`src/design/plrt_pkg.sv`:
```
// ----------------------------------------------------------------------------
// plrt_pkg: shared types and constants of the peer liveness rank table
// Holds the beat formats, the action codes and the front-to-back command.
// ----------------------------------------------------------------------------
package plrt_pkg;

  // table geometry
  localparam int NODE_SLOTS = 255;
  localparam int SLOT_W     = 8;
  localparam int CLK_W      = 63;
  localparam int ENTRY_W    = 2 * CLK_W;

  // command queue between front and back
  localparam int FIFO_DEPTH = 2;
  localparam int PTR_W      = 1;
  localparam int CNT_W      = 2;

  // configuration register indexes
  localparam logic [7:0] REG_PING_PERIOD = 8'd0;
  localparam logic [7:0] REG_OWN_SLOT    = 8'd1;

  // reset values
  localparam logic [15:0] PING_PERIOD_RST = 16'd1000;

  // action codes
  localparam logic [1:0] ACT_REPORT = 2'd0;
  localparam logic [1:0] ACT_PING   = 2'd1;
  localparam logic [1:0] ACT_SYNC   = 2'd2;
  localparam logic [1:0] ACT_ROUTE  = 2'd3;

  typedef struct packed {
    logic [1:0]        action;
    logic [SLOT_W-1:0] slot;
    logic [CLK_W-1:0]  peer_clock;
    logic [CLK_W-1:0]  now;
    logic signed [15:0] target;
  } in_beat_t;

  typedef struct packed {
    logic signed [8:0]  my_rank;
    logic [7:0]         alive_count;
    logic               for_me;
    logic signed [63:0] clock_delta;
  } out_beat_t;

  typedef enum logic {
    CMD_UPDATE,
    CMD_ROUTE
  } cmd_kind_t;

  typedef struct packed {
    cmd_kind_t          kind;
    logic [SLOT_W-1:0]  wr_idx;
    logic [CLK_W-1:0]   wr_clk;
    logic [CLK_W-1:0]   now;
    logic signed [15:0] target;
    logic signed [63:0] delta;
  } cmd_t;

  typedef struct packed {
    logic        start;
    logic [7:0]  dividend;
    logic [14:0] divisor;
  } rem_req_t;

endpackage

```
`src/design/plrt_front.sv`:
```
// ----------------------------------------------------------------------------
// plrt_front: input acceptance, classification and command queue
// Turns each input beat into a table update or a route check command.
// ----------------------------------------------------------------------------
module plrt_front
  import plrt_pkg::*;
(
  input  logic              clk,
  input  logic              rst,
  input  logic              in_valid,
  output logic              in_stall,
  input  in_beat_t          in_data,
  input  logic [SLOT_W-1:0] own_slot,
  output logic              cmd_valid,
  output cmd_t              cmd,
  input  logic              cmd_pop
);

  cmd_t             fifo [FIFO_DEPTH];
  logic [PTR_W-1:0] wr_ptr;
  logic [PTR_W-1:0] rd_ptr;
  logic [CNT_W-1:0] count;
  cmd_t             cls;
  logic             push;

  // classify the action
  always_comb begin
    cls        = '0;
    cls.now    = in_data.now;
    cls.target = in_data.target;
    unique case (in_data.action)
      ACT_REPORT: begin
        cls.kind   = CMD_UPDATE;
        cls.wr_idx = in_data.slot;
        cls.wr_clk = in_data.peer_clock;
      end
      ACT_PING: begin
        cls.kind   = CMD_UPDATE;
        cls.wr_idx = own_slot;
        cls.wr_clk = in_data.now;
      end
      ACT_SYNC: begin
        cls.kind   = CMD_UPDATE;
        cls.wr_idx = own_slot;
        cls.wr_clk = in_data.now;
        cls.delta  = {1'b0, in_data.peer_clock} - {1'b0, in_data.now};
      end
      default: begin
        cls.kind = CMD_ROUTE;
      end
    endcase
  end

  assign in_stall  = (count == CNT_W'(FIFO_DEPTH));
  assign push      = in_valid && !in_stall;
  assign cmd_valid = (count != '0);
  assign cmd       = fifo[rd_ptr];

  // command queue
  always_ff @(posedge clk) begin
    if (rst) begin
      wr_ptr <= '0;
      rd_ptr <= '0;
      count  <= '0;
    end else begin
      if (push) begin
        fifo[wr_ptr] <= cls;
        wr_ptr       <= wr_ptr + 1'b1;
      end
      if (cmd_pop) begin
        rd_ptr <= rd_ptr + 1'b1;
      end
      if (push && !cmd_pop) begin
        count <= count + 1'b1;
      end else if (!push && cmd_pop) begin
        count <= count - 1'b1;
      end
    end
  end

endmodule

```
`config.mk`:
```
export PLATFORM = sky130hd
export DESIGN_NAME = plrt_front
export DESIGN_NICKNAME = d
export VERILOG_FILES = /design/src/design/plrt_pkg.sv /design/src/design/plrt_front.sv
export SDC_FILE = /design/constraint.sdc
export NUM_CORES = 1
export LEC_CHECK = 0
export ABC_AREA = 1
export ABC_CLOCK_PERIOD_IN_PS = 32500
export BUFFER_PORTS_ARGS = -buffer_cell sky130_fd_sc_hd__buf_2
export CAP_MARGIN = 20
export CORE_ASPECT_RATIO = 1.1
export CORE_MARGIN = 4
export CORE_UTILIZATION = 30
export DETAILED_ROUTE_END_ITERATION = 8
export HOLD_SLACK_MARGIN = 0.12
export PLACE_DENSITY = 0.45
export SLEW_MARGIN = 10
export SYNTH_ARGS = -nofsm -noshare
export SYNTH_HDL_FRONTEND = slang
export SYNTH_SLANG_ARGS = --single-unit
```
`constraint.sdc`:
```
create_clock -name clk -period 32.5 [get_ports clk]
set_input_delay 6.5 -clock clk [delete_from_list [all_inputs] [get_ports clk]]
set_output_delay 6.5 -clock clk [all_outputs]
set_load 0.01 [all_outputs]
```
# Yosys cells after proc, flatten, opt, wreduce, memory -nomap -nowiden
# Memories as Yosys holds them, arrays and structs flattened. A register that Yosys moved wholly into a read port is not among the register bits.
# Cells that the tools add are included.
# totals
register_bits,4
mem_bits_rw,430
in_bits,164
out_inout_bits,217
elab_cells,33
memories,1
# mem_list
name,words,width,rd,rd_clocked_by_memory_dff,write_ports,line,rtl
fifo,2,215,1,1,1,plrt_front.sv:19,cmd_t fifo [FIFO_DEPTH];
# classes
addsub,5
eq_ne,3
mux,10
n_reduce_logical,11
# ops
op,count
case mux 71 bit (2 select lines),1
2-to-1 mux 64 bit,1
subtractor 63 x 63 -> 64 bit,1
2-to-1 mux 1 bit,6
"equality test 2 bit, second input constant",2
2-to-1 mux 2 bit,2
nonzero test 2 bit,2
logical AND 1 bit,3
zero test 1 bit,3
OR reduction 3 bit,1
"adder 1 bit, second input constant",2
"adder 2 x 1 -> 2 bit, second input constant",1
"equality test 2 x 1 -> 1 bit, second input constant",1
zero test 2 bit,1
OR reduction 2 bit,1
"subtractor 2 x 1 -> 2 bit, second input constant",1

# Longest topological paths before layout
# Gate-level depths: netlist of the first run.
# logic_depth
ltp_word,7
mapped_depth,16
depth_no_buf,16

# Worst setup path before layout of the first run
# OpenSTA, ideal clock, no wires.
# synth_timing
path_kind,input -> register
start,input in_valid
end,"memory fifo[1][0] in the netlist's numbering, enable pin"
setup_ns,1.053
arrival_time_ns,21.101
required_time_ns,31.447
path_slack_ns,10.346
path_stages,2
n_path_buf,0
cell_sequence,o21ai_0 -> nor3_1
# synth_between
elab_chain_len,4
# synth_rtl
item,line,rtl
start: declaration,plrt_front.sv:10,"input logic in_valid,"
logical AND 1 bit,plrt_front.sv:55,assign push = in_valid && !in_stall;
2-to-1 mux 1 bit,plrt_front.sv:66,if (push) begin
2-to-1 mux 1 bit,plrt_front.sv:61,if (rst) begin
2-to-1 mux 1 bit (implied by the code),plrt_front.sv:67,fifo[wr_ptr] <= cls;
end: declaration,plrt_front.sv:19,
# No other way between the ends.

==> flow_summary_export.csv, run 1 <==
group,metric,value,unit
status,status,"finished, final reports clean",
yosys,ys_top_cells_by_count,"nand2_1, edfxtp_1, inv_1, mux2_2, a21oi_1",
route,vias_per_cell,4.51,
placement,place.port_buffers,380,
timing,period_minus_slack,9970,ps
yosys,yosys_warnings,0,
cts,clk_latency,600,ps
route,vias,17000,
cts,clk_pin_slew,50,ps
yosys,yosys.area.top_type_share,56.1,%
yosys,synthTopCellsByArea,"edfxtp_1, nand2_1, mux2_2",
worst_setup_path,r2r_end,"fifo[0][30]",
global_routing,grt_max_degree,139,
floorplan,die_area,81200,µm²
cts,cts.repair.resized,0,
yosys,syn_area,23000,µm²
yosys,synth_most_common_cell,"nand2_1",
floorplan,start_util,30.3,%
yosys,synth_edf_count,430,
power_and_ir_drop,peakVddDrop,0.0370,mV
timing,worst_pin_slew,1150,ps
timing,slew_headroom,23.1,%
timing,slew_viol_final,0,
yosys,ys_ff_latch,435,
worst_setup_path,reg2reg_depth,7,
yosys,ys_seq_area_share,56.6,%
route,drcViolationCount,0,
cts,htreeDepth,2,
global_routing,grt_pass1_wl,107000,µm
yosys,syn_nets,2549,
worst_hold_path,hp-class,"reg -> reg",
yosys,synth_largest_area_cell,"edfxtp_1",
worst_setup_path,critPathKind,"reg -> out",
floorplan,io_pins,381,
worst_hold_path,hp-start,"wr_ptr",
worst_setup_path,start_kind,"flip-flop",
timing,finClkSkew,14.2,ps
cts,clock_path_buffers,3,
cells_and_area,syn2layout_area_growth,20.8,%
route,drtIter0Drc,1081,
power_and_ir_drop,power.density,54.2,nW/µm²
global_routing,antenna_found_initial,5,
worst_setup_path,regToRegSetupSlack,28810,ps
global_routing,grt.total_usage,17.3,%
worst_hold_path,hold_path_end,"wr_ptr",
cts,cts_buffers,50,
route,drtPass1Iterations,5,
cts,clock-root-buffer,"clkbuf_16",
timing,rsz0062_at_grt,"no",
route,wl_per_cell,19.3,µm
cts,clock-sinks,435,
floorplan,die_h,298,µm
cells_and_area,finalNonFillerCells,3774,
floorplan,die_w,272,µm
placement,placed_cells,3679,
timing,period_share,30.7,%
floorplan,core_area,76000,µm²
yosys,yosys.cell_types.count,39,
cells_and_area,drive_gt1_share,27.2,%
worst_setup_path,cp.required,26000,ps
route,routed_wl,72900,µm
cts,postCtsSetupBuffers,0,
timing,fin_ws,22530,ps
placement,place_ws,22580,ps
worst_setup_path,worst-path-max-fanout,69,
timing,final_hold_viol_count,0,
global_routing,grt_pass1_vias,17200,
yosys,avgSynthCellArea,9.93,µm²
cts,ctsHoldBuffers,0,
job,cap_violations,0,
yosys,synthFlopType,"edfxtp_1",
worst_setup_path,cp.arrival,3470,ps
power_and_ir_drop,finalPower,0.00151,W
route,postRouteAntennaNets,0,
worst_setup_path,cp-end-kind,"primary output",
worst_setup_path,worstReg2RegStart,"count[1]",
cells_and_area,fin_nets,2937,
yosys,synth_cells,2317,
worst_hold_path,hold_depth,2,
placement,dpl.hpwl,54800,µm
global_routing,overflow,0,
placement,place_congestion,0.900,
cts,cts_tree,"built",
cells_and_area,fill_cells,7749,
yosys,postSynth.asyncResetShare,0,%
floorplan,fp-row-count,106,
timing,tns,0,ps
timing,setup_viol,0,
timing,max_freq,100,MHz
power_and_ir_drop,leakagePower,12.2,nW
[worst max path at each step]
stage                         start      endpoint  slack, ps  cells after the start
after floorplan            in_valid    fifo[1][0]      10350                      2
after global placement     in_valid  fifo[0][170]      22610                      7
after detailed placement   in_valid  fifo[0][107]      22580                      7
after CTS                 flip-flop      cmd[170]      22460                      4
after global routing      flip-flop      cmd[172]      22360                      4
final                     flip-flop      cmd[170]      22530                      4
[where the power goes]
group	internal [W]	switching, W
Sequential	0.000653	0.00000803
Clock	0.000350	0.000233
Combinational	0.0000934	0.000170
Total	0.00110	0.000411
[kinds of logic (layout without fill, tap and decap cells)]
group	Yosys count	count (layout)	share of synthesized area (%)
multiplexers	215	215	10.5
flip-flops	435	435	56.6
XOR/XNOR	2	2	0.0762
AO/OA/AOI/OAI	213	213	4.74
AND/OR/NAND/NOR	946	946	17.0
adder cells (fa/ha/maj)	68	68	3.73
other	0	2	0
buffers and inverters	438	867	7.32
[state kept, by name (all words and copies together), names as in the netlist, named ones only]
register and flops:
count 2, rd_ptr 1, fifo 430, wr_ptr 1
[cells in the final DEF, fill, tap and decap left out, types with 11 or more instances in the layout]
| cell | netlist | routed |
|---|---|---|
| clkinv_1 | 1 | 11 |
| clkbuf_16 | 0 | 50 |
| o21ai_0 | 34 | 34 |
| edfxtp_1 | 430 | 430 |
| ha_1 | 67 | 64 |
| clkbuf_1 | 29 | 12 |
| nor2_2 | 28 | 28 |
| a21oi_1 | 169 | 169 |
| nand3_2 | 11 | 11 |
| inv_1 | 382 | 382 |
| nand2_1 | 693 | 693 |
| nand2_2 | 19 | 19 |
| mux2_2 | 215 | 215 |
| buf_2 | 23 | 380 |
| nand3_1 | 45 | 45 |
| nor2_1 | 111 | 110 |
[stage by stage]
step / util (%) / hold slack [ps] / area, µm²
final: 36.6 / 487 / 27800
after global routing: 36.6 / 536 / 27800
after CTS: 36.6 / 505 / 27800
after detailed placement: 34.3 / 484 / 26100
after global placement: 34.3 / 465 / 26100
after floorplan: - / 439 / 23000
[critical path: stages (launching register included)]
cell and delay, ps:
dfxtp_4 570, buf_4 730, buf_4 800, mux2_2 420
buf_2 140
[final cells by class]
class / count / area [µm²] / area share (%)
diodes: 2 / 5.00 / 0.0180
clock buffers: 62 / 1300 / 4.67
clock inverters: 31 / 407 / 1.46
inverters: 384 / 1440 / 5.19
multi-input cells: 1444 / 8350 / 30.0
flip-flops and latches: 435 / 13000 / 46.8
well taps: 1026 / 1280 / 4.62
repair buffers: 390 / 1990 / 7.16
[per-layer routing]
layer	up-vias	routed length, µm	global-route usage (%)
li1	8431	-	-
met1	8061	31000	21.8
met2	428	36300	30.5
met3	114	3410	2.70
met4	4	2170	5.26
met5	-	28	0
No activity file was read; power rests on OpenSTA's default activity.
==> inputs of run 2 (changes only) <==
--- a/config.mk
+++ b/config.mk
@@ -6,7 +6,7 @@
 export NUM_CORES = 1
 export LEC_CHECK = 0
 export ABC_AREA = 1
-export ABC_CLOCK_PERIOD_IN_PS = 32500
+export ABC_CLOCK_PERIOD_IN_PS = 10500
 export BUFFER_PORTS_ARGS = -buffer_cell sky130_fd_sc_hd__buf_2
 export CAP_MARGIN = 20
 export CORE_ASPECT_RATIO = 1.1
==> constraint.sdc (replaced) <==
create_clock -name clk -period 10.5 [get_ports clk]
set_input_delay 2.1 -clock clk [delete_from_list [all_inputs] [get_ports clk]]
set_output_delay 2.1 -clock clk [all_outputs]
set_load 0.01 [all_outputs]
==> flow_summary_export.csv, run 2 (synthesized netlist as in run 1, its figures left out) <==
group,metric,value,unit
cts,cts_buffers,49,
timing,worst_pin_slew,1110,ps
global_routing,overflow,0,
worst_setup_path,critPathKind,"reg -> out",
cells_and_area,fin_nets,2936,
power_and_ir_drop,leakagePower,12.2,nW
cells_and_area,reg.largest.list,"fifo x430, count x2",
global_routing,grt_pass1_vias,17400,
cts,clock_path_buffers,3,
timing,tns,0,ps
route,postRouteAntennaNets,0,
status,status,"finished, final reports clean",
placement,place_area,26100,µm²
cells_and_area,final_common_cell,"nand2_1",
placement,place_congestion,0.877,
route,routed_wl,73500,µm
route,drtIter0Drc,1066,
floorplan,core_area,76000,µm²
route,drcViolationCount,0,
timing,final_hold_viol_count,0,
cells_and_area,final_cell_mix,"nand2_1, edfxtp_1, inv_1, buf_2, mux2_2",
cts,cts.repair.resized,0,
timing,rsz0062_at_grt,"no",
cts,ctsHoldBuffers,0,
timing,slew_viol_final,0,
timing,period_minus_slack,5540,ps
cells_and_area,largest_reg_flops,430,
worst_setup_path,cp_cell_sequence,"buf_4 > buf_4 > mux2_2 > buf_2",
global_routing,grt.total_usage,17.5,%
worst_setup_path,cp-end-kind,"primary output",
floorplan,io_pins,381,
cells_and_area,top_register,"fifo",
worst_setup_path,cp.required,8400,ps
worst_setup_path,start_kind,"flip-flop",
cts,htreeDepth,2,
cts,clock-root-buffer,"clkbuf_16",
cts,clock-sinks,435,
cts,cts_tree,"built",
placement,place.port_buffers,380,
timing,finClkSkew,16.5,ps
route,vias_per_cell,4.54,
cts,clk_latency,600,ps
route,vias,17100,
power_and_ir_drop,power.density,166,nW/µm²
placement,dpl.hpwl,54200,µm
floorplan,die_w,272,µm
floorplan,fp-row-count,106,
power_and_ir_drop,peakVddDrop,0.108,mV
cts,clk_pin_slew,60,ps
route,drtPass1Iterations,5,
power_and_ir_drop,finalPower,0.00459,W
worst_setup_path,cp.arrival,3440,ps
timing,setup_viol,0,
worst_setup_path,max_stage_delay,790,ps
timing,period_share,52.8,%
job,cap_violations,0,
floorplan,start_util,30.3,%
worst_setup_path,worst-path-max-fanout,64,
worst_setup_path,crit_top_cell,"buf_4",
global_routing,grt_pass1_wl,109000,µm
floorplan,die_area,81200,µm²
cells_and_area,finish.instance_area,27700,µm²
cells_and_area,syn2layout_area_growth,20.5,%
global_routing,antenna_found_initial,1,
worst_hold_path,hp-class,"reg -> reg",
timing,max_freq,180,MHz
timing,slew_headroom,26.3,%
route,wl_per_cell,19.5,µm
cts,postCtsSetupBuffers,0,
floorplan,die_h,298,µm
cells_and_area,drive_gt1_share,27.1,%
worst_setup_path,crit_slowest_cell,"buf_4",
global_routing,grt_max_degree,150,
cells_and_area,fill_cells,7788,
[run 2: cell count changes in the layout (fill, tap and decap cells not counted), moves of 2 or more]
cell and delta:
bufinv_16 -2, clkbuf_1 -3, inv_16 -2, clkinvlp_4 -2, clkinv_1 +4, buf_4 -2, buf_12 +2
[run 2: final timing paths]
| path | start | depth (start not counted) | slack, ps | to |
|---|---|---|---|---|
| setup / recovery | flip-flop | 4 | 4960 | cmd[109] |
| hold / removal | wr_ptr | 2 | 470 | wr_ptr |
| setup reg to reg | count[1] | 5 | 7660 | fifo[1][168] |
| hold reg to reg | wr_ptr | 2 | 470 | wr_ptr |
[run 2: metrics by stage]
step                setup slack (ps)  instances  utilization (%)  hold WS, ps
global placement                5520       3678             34.3          460
global route                    4700       3769             36.5          506
floorplan                       2000       2317                -          439
CTS                             4800       3769             36.5          481
finish                          4960       3771             36.5          474
detailed placement              5460       3679             34.4          473
[run 2: layer usage]
layer	part of all wire, %	global-route usage, %
met2	49	30.2
met5	0	0
met1	43	22.6
met4	2.8	5.19
met3	5.2	3.09
[run 2: final cells by class]
type / instances / area [µm²] / area share [%]
antenna: 2 / 5.00 / 0.0181
clock buffer: 58 / 1260 / 4.55
clock inverter: 32 / 337 / 1.21
inverter: 384 / 1440 / 5.20
multi-input combinational: 1444 / 8350 / 30.1
sequential: 435 / 13000 / 47.0
tap: 1026 / 1280 / 4.63
timing repair buffer: 390 / 2010 / 7.27
[run 2: critical path: cells and delay by family (launching register included)]
| kind | cells | cell delay, ps |
|---|---|---|
| buffers and inverters | 3 | 1550 |
| flip-flops | 1 | 720 |
| multiplexers | 1 | 400 |
[run 2: power by group]
part           total, W  switching [W]  internal, W
registers       0.00204      0.0000246      0.00202
clock network   0.00172       0.000711      0.00101
logic          0.000828       0.000537     0.000291
==> inputs of run 3 (changes only) <==
--- a/config.mk
+++ b/config.mk
@@ -6,7 +6,7 @@
 export NUM_CORES = 1
 export LEC_CHECK = 0
 export ABC_AREA = 1
-export ABC_CLOCK_PERIOD_IN_PS = 10500
+export ABC_CLOCK_PERIOD_IN_PS = 5700
 export BUFFER_PORTS_ARGS = -buffer_cell sky130_fd_sc_hd__buf_2
 export CAP_MARGIN = 20
 export CORE_ASPECT_RATIO = 1.1
==> constraint.sdc (replaced) <==
create_clock -name clk -period 5.7 [get_ports clk]
set_input_delay 1.14 -clock clk [delete_from_list [all_inputs] [get_ports clk]]
set_output_delay 1.14 -clock clk [all_outputs]
set_load 0.01 [all_outputs]
==> flow_summary_export.csv, run 3 (synthesized netlist as in run 1, its figures left out) <==
group,metric,value,unit
status,status,"finished, final reports clean",
timing,period_share,63.5,%
cts,clock-sinks,435,
timing,max_freq,276,MHz
worst_setup_path,start_kind,"flip-flop",
cts,htreeDepth,2,
cts,cts_tree,"built",
timing,slew_headroom,31.1,%
cells_and_area,largest_reg_flops,430,
global_routing,grt.total_usage,18.1,%
floorplan,die_h,298,µm
route,postRouteAntennaNets,0,
worst_setup_path,max_stage_delay,620,ps
placement,place_congestion,0.917,
floorplan,io_pins,381,
worst_setup_path,cp-end-kind,"primary output",
worst_setup_path,cp.depth,3,
worst_setup_path,worst-path-max-fanout,96,
worst_setup_path,r2r_end,"fifo[0][109]",
worst_setup_path,crit_slowest_cell,"dfxtp_4",
cts,clock-root-buffer,"clkbuf_16",
worst_setup_path,cp_num_buf_inv,2,
cts,clk_pin_slew,60,ps
global_routing,overflow,0,
timing,slew_viol_final,0,
route,wl_per_cell,20.0,µm
job,cap_violations,0,
cells_and_area,top_register,"fifo",
cells_and_area,drive_gt1_share,27.5,%
power_and_ir_drop,power.density,316,nW/µm²
floorplan,fp-row-count,106,
placement,dpl.hpwl,56600,µm
worst_setup_path,cp_cell_sequence,"buf_12 > mux2_2 > buf_2",
cts,cts_buffers,50,
timing,fin_ws,2080,ps
cts,postCtsSetupBuffers,0,
power_and_ir_drop,peakVddDrop,0.253,mV
timing,worst_pin_slew,1030,ps
timing,tns,0,ps
route,drtIter0Drc,1054,
route,vias_per_cell,4.54,
timing,final_hold_viol_count,0,
placement,place_ws,2130,ps
cts,clock_path_buffers,3,
timing,period_minus_slack,3620,ps
cts,ctsHoldBuffers,0,
timing,setup_viol,0,
power_and_ir_drop,finalPower,0.00883,W
worst_setup_path,regToRegSetupSlack,3680,ps
worst_setup_path,cp.arrival,2480,ps
cells_and_area,finalNonFillerCells,3775,
route,routed_wl,75700,µm
cells_and_area,fin_nets,2939,
global_routing,antenna_found_initial,2,
cells_and_area,reg.largest.list,"fifo x430, count x2",
route,drcViolationCount,0,
global_routing,grt_pass1_wl,111000,µm
timing,rsz0062_at_grt,"no",
global_routing,grt_pass1_vias,17300,
cells_and_area,final_cell_mix,"nand2_1, edfxtp_1, inv_1, buf_2, mux2_2",
cells_and_area,fill_cells,7762,
cells_and_area,syn2layout_area_growth,21.5,%
floorplan,start_util,30.3,%
worst_hold_path,hp-class,"reg -> reg",
floorplan,die_w,272,µm
power_and_ir_drop,leakagePower,12.3,nW
worst_setup_path,worstReg2RegStart,"count[1]",
worst_setup_path,crit_end,"cmd[106]",
worst_setup_path,reg2reg_depth,6,
cts,clk_latency,620,ps
route,vias,17200,
timing,finClkSkew,26.2,ps
cells_and_area,fin_util,36.8,%
worst_setup_path,cp.required,4560,ps
worst_setup_path,cp_top_family,"flip-flops",
floorplan,core_area,76000,µm²
global_routing,grt_max_degree,127,
worst_setup_path,critPathKind,"reg -> out",
floorplan,die_area,81200,µm²
placement,placed_cells,3681,
placement,place.port_buffers,380,
cts,cts.repair.resized,0,
route,drtPass1Iterations,5,
cells_and_area,final_common_cell,"nand2_1",
==> run 3: cell types whose count changed in the layout (fill, tap and decap cells not counted), sizes merged <==
cell	before	now
bufinv	6	11
clkinv	23	21
clkbuf	58	56
inv	386	387
clkinvlp	1	2
diode	2	1
buf	390	392
==> run 3: power breakdown <==
group / internal (W) / switching (W) / total (W) / leakage [nW]
logic: 0.000539 / 0.00102 / 0.00155 / 7.39
registers: 0.00372 / 0.0000385 / 0.00376 / 4.04
clock network: 0.00214 / 0.00138 / 0.00351 / 0.870
==> run 3: how the worst min path moves through the flow <==
| stage | start | endpoint | slack, ps | depth (start not counted) |
|---|---|---|---|---|
| final | wr_ptr | wr_ptr | 460 | 2 |
| after detailed placement | wr_ptr | wr_ptr | 460 | 2 |
| after CTS | wr_ptr | wr_ptr | 470 | 2 |
| after global placement | wr_ptr | wr_ptr | 450 | 2 |
| after global routing | wr_ptr | wr_ptr | 510 | 2 |
| after floorplan | wr_ptr | wr_ptr | 440 | 2 |
==> run 3: routing by layer <==
layer	share of wire [%]	vias to the layer above	routed length (µm)	track usage [%]
met4	1.9	2	1450	3.98
met1	43	8236	32700	23.5
met5	0.015	-	11	0
met2	50	407	37600	31.8
met3	5.2	76	3940	2.71
li1	-	8434	-	-
==> run 3: worst min-delay path: stages (launching register included) <==
cell     delay, ps
dfxtp_1        310
nand2_1         60
a21oi_1         50
==> run 3: metrics by stage <==
| stage | area, µm² | hold WS [ps] |
|---|---|---|
| final | 27900 | 463 |
| after floorplan | 23000 | 438 |
| after detailed placement | 26100 | 458 |
| after global placement | 26100 | 453 |
| after global routing | 27900 | 507 |
| after CTS | 27900 | 468 |
==> run 3: final cells by class <==
type                       instances  area [µm²]  area share, %
sequential                       435       13000           46.6
multi-input combinational       1444        8360           29.9
timing repair buffer             392        2040           7.31
inverter                         384        1440           5.16
clock buffer                      56        1280           4.59
tap                             1026        1280           4.59
clock inverter                    37         515           1.84
antenna                            1        2.50        0.00895
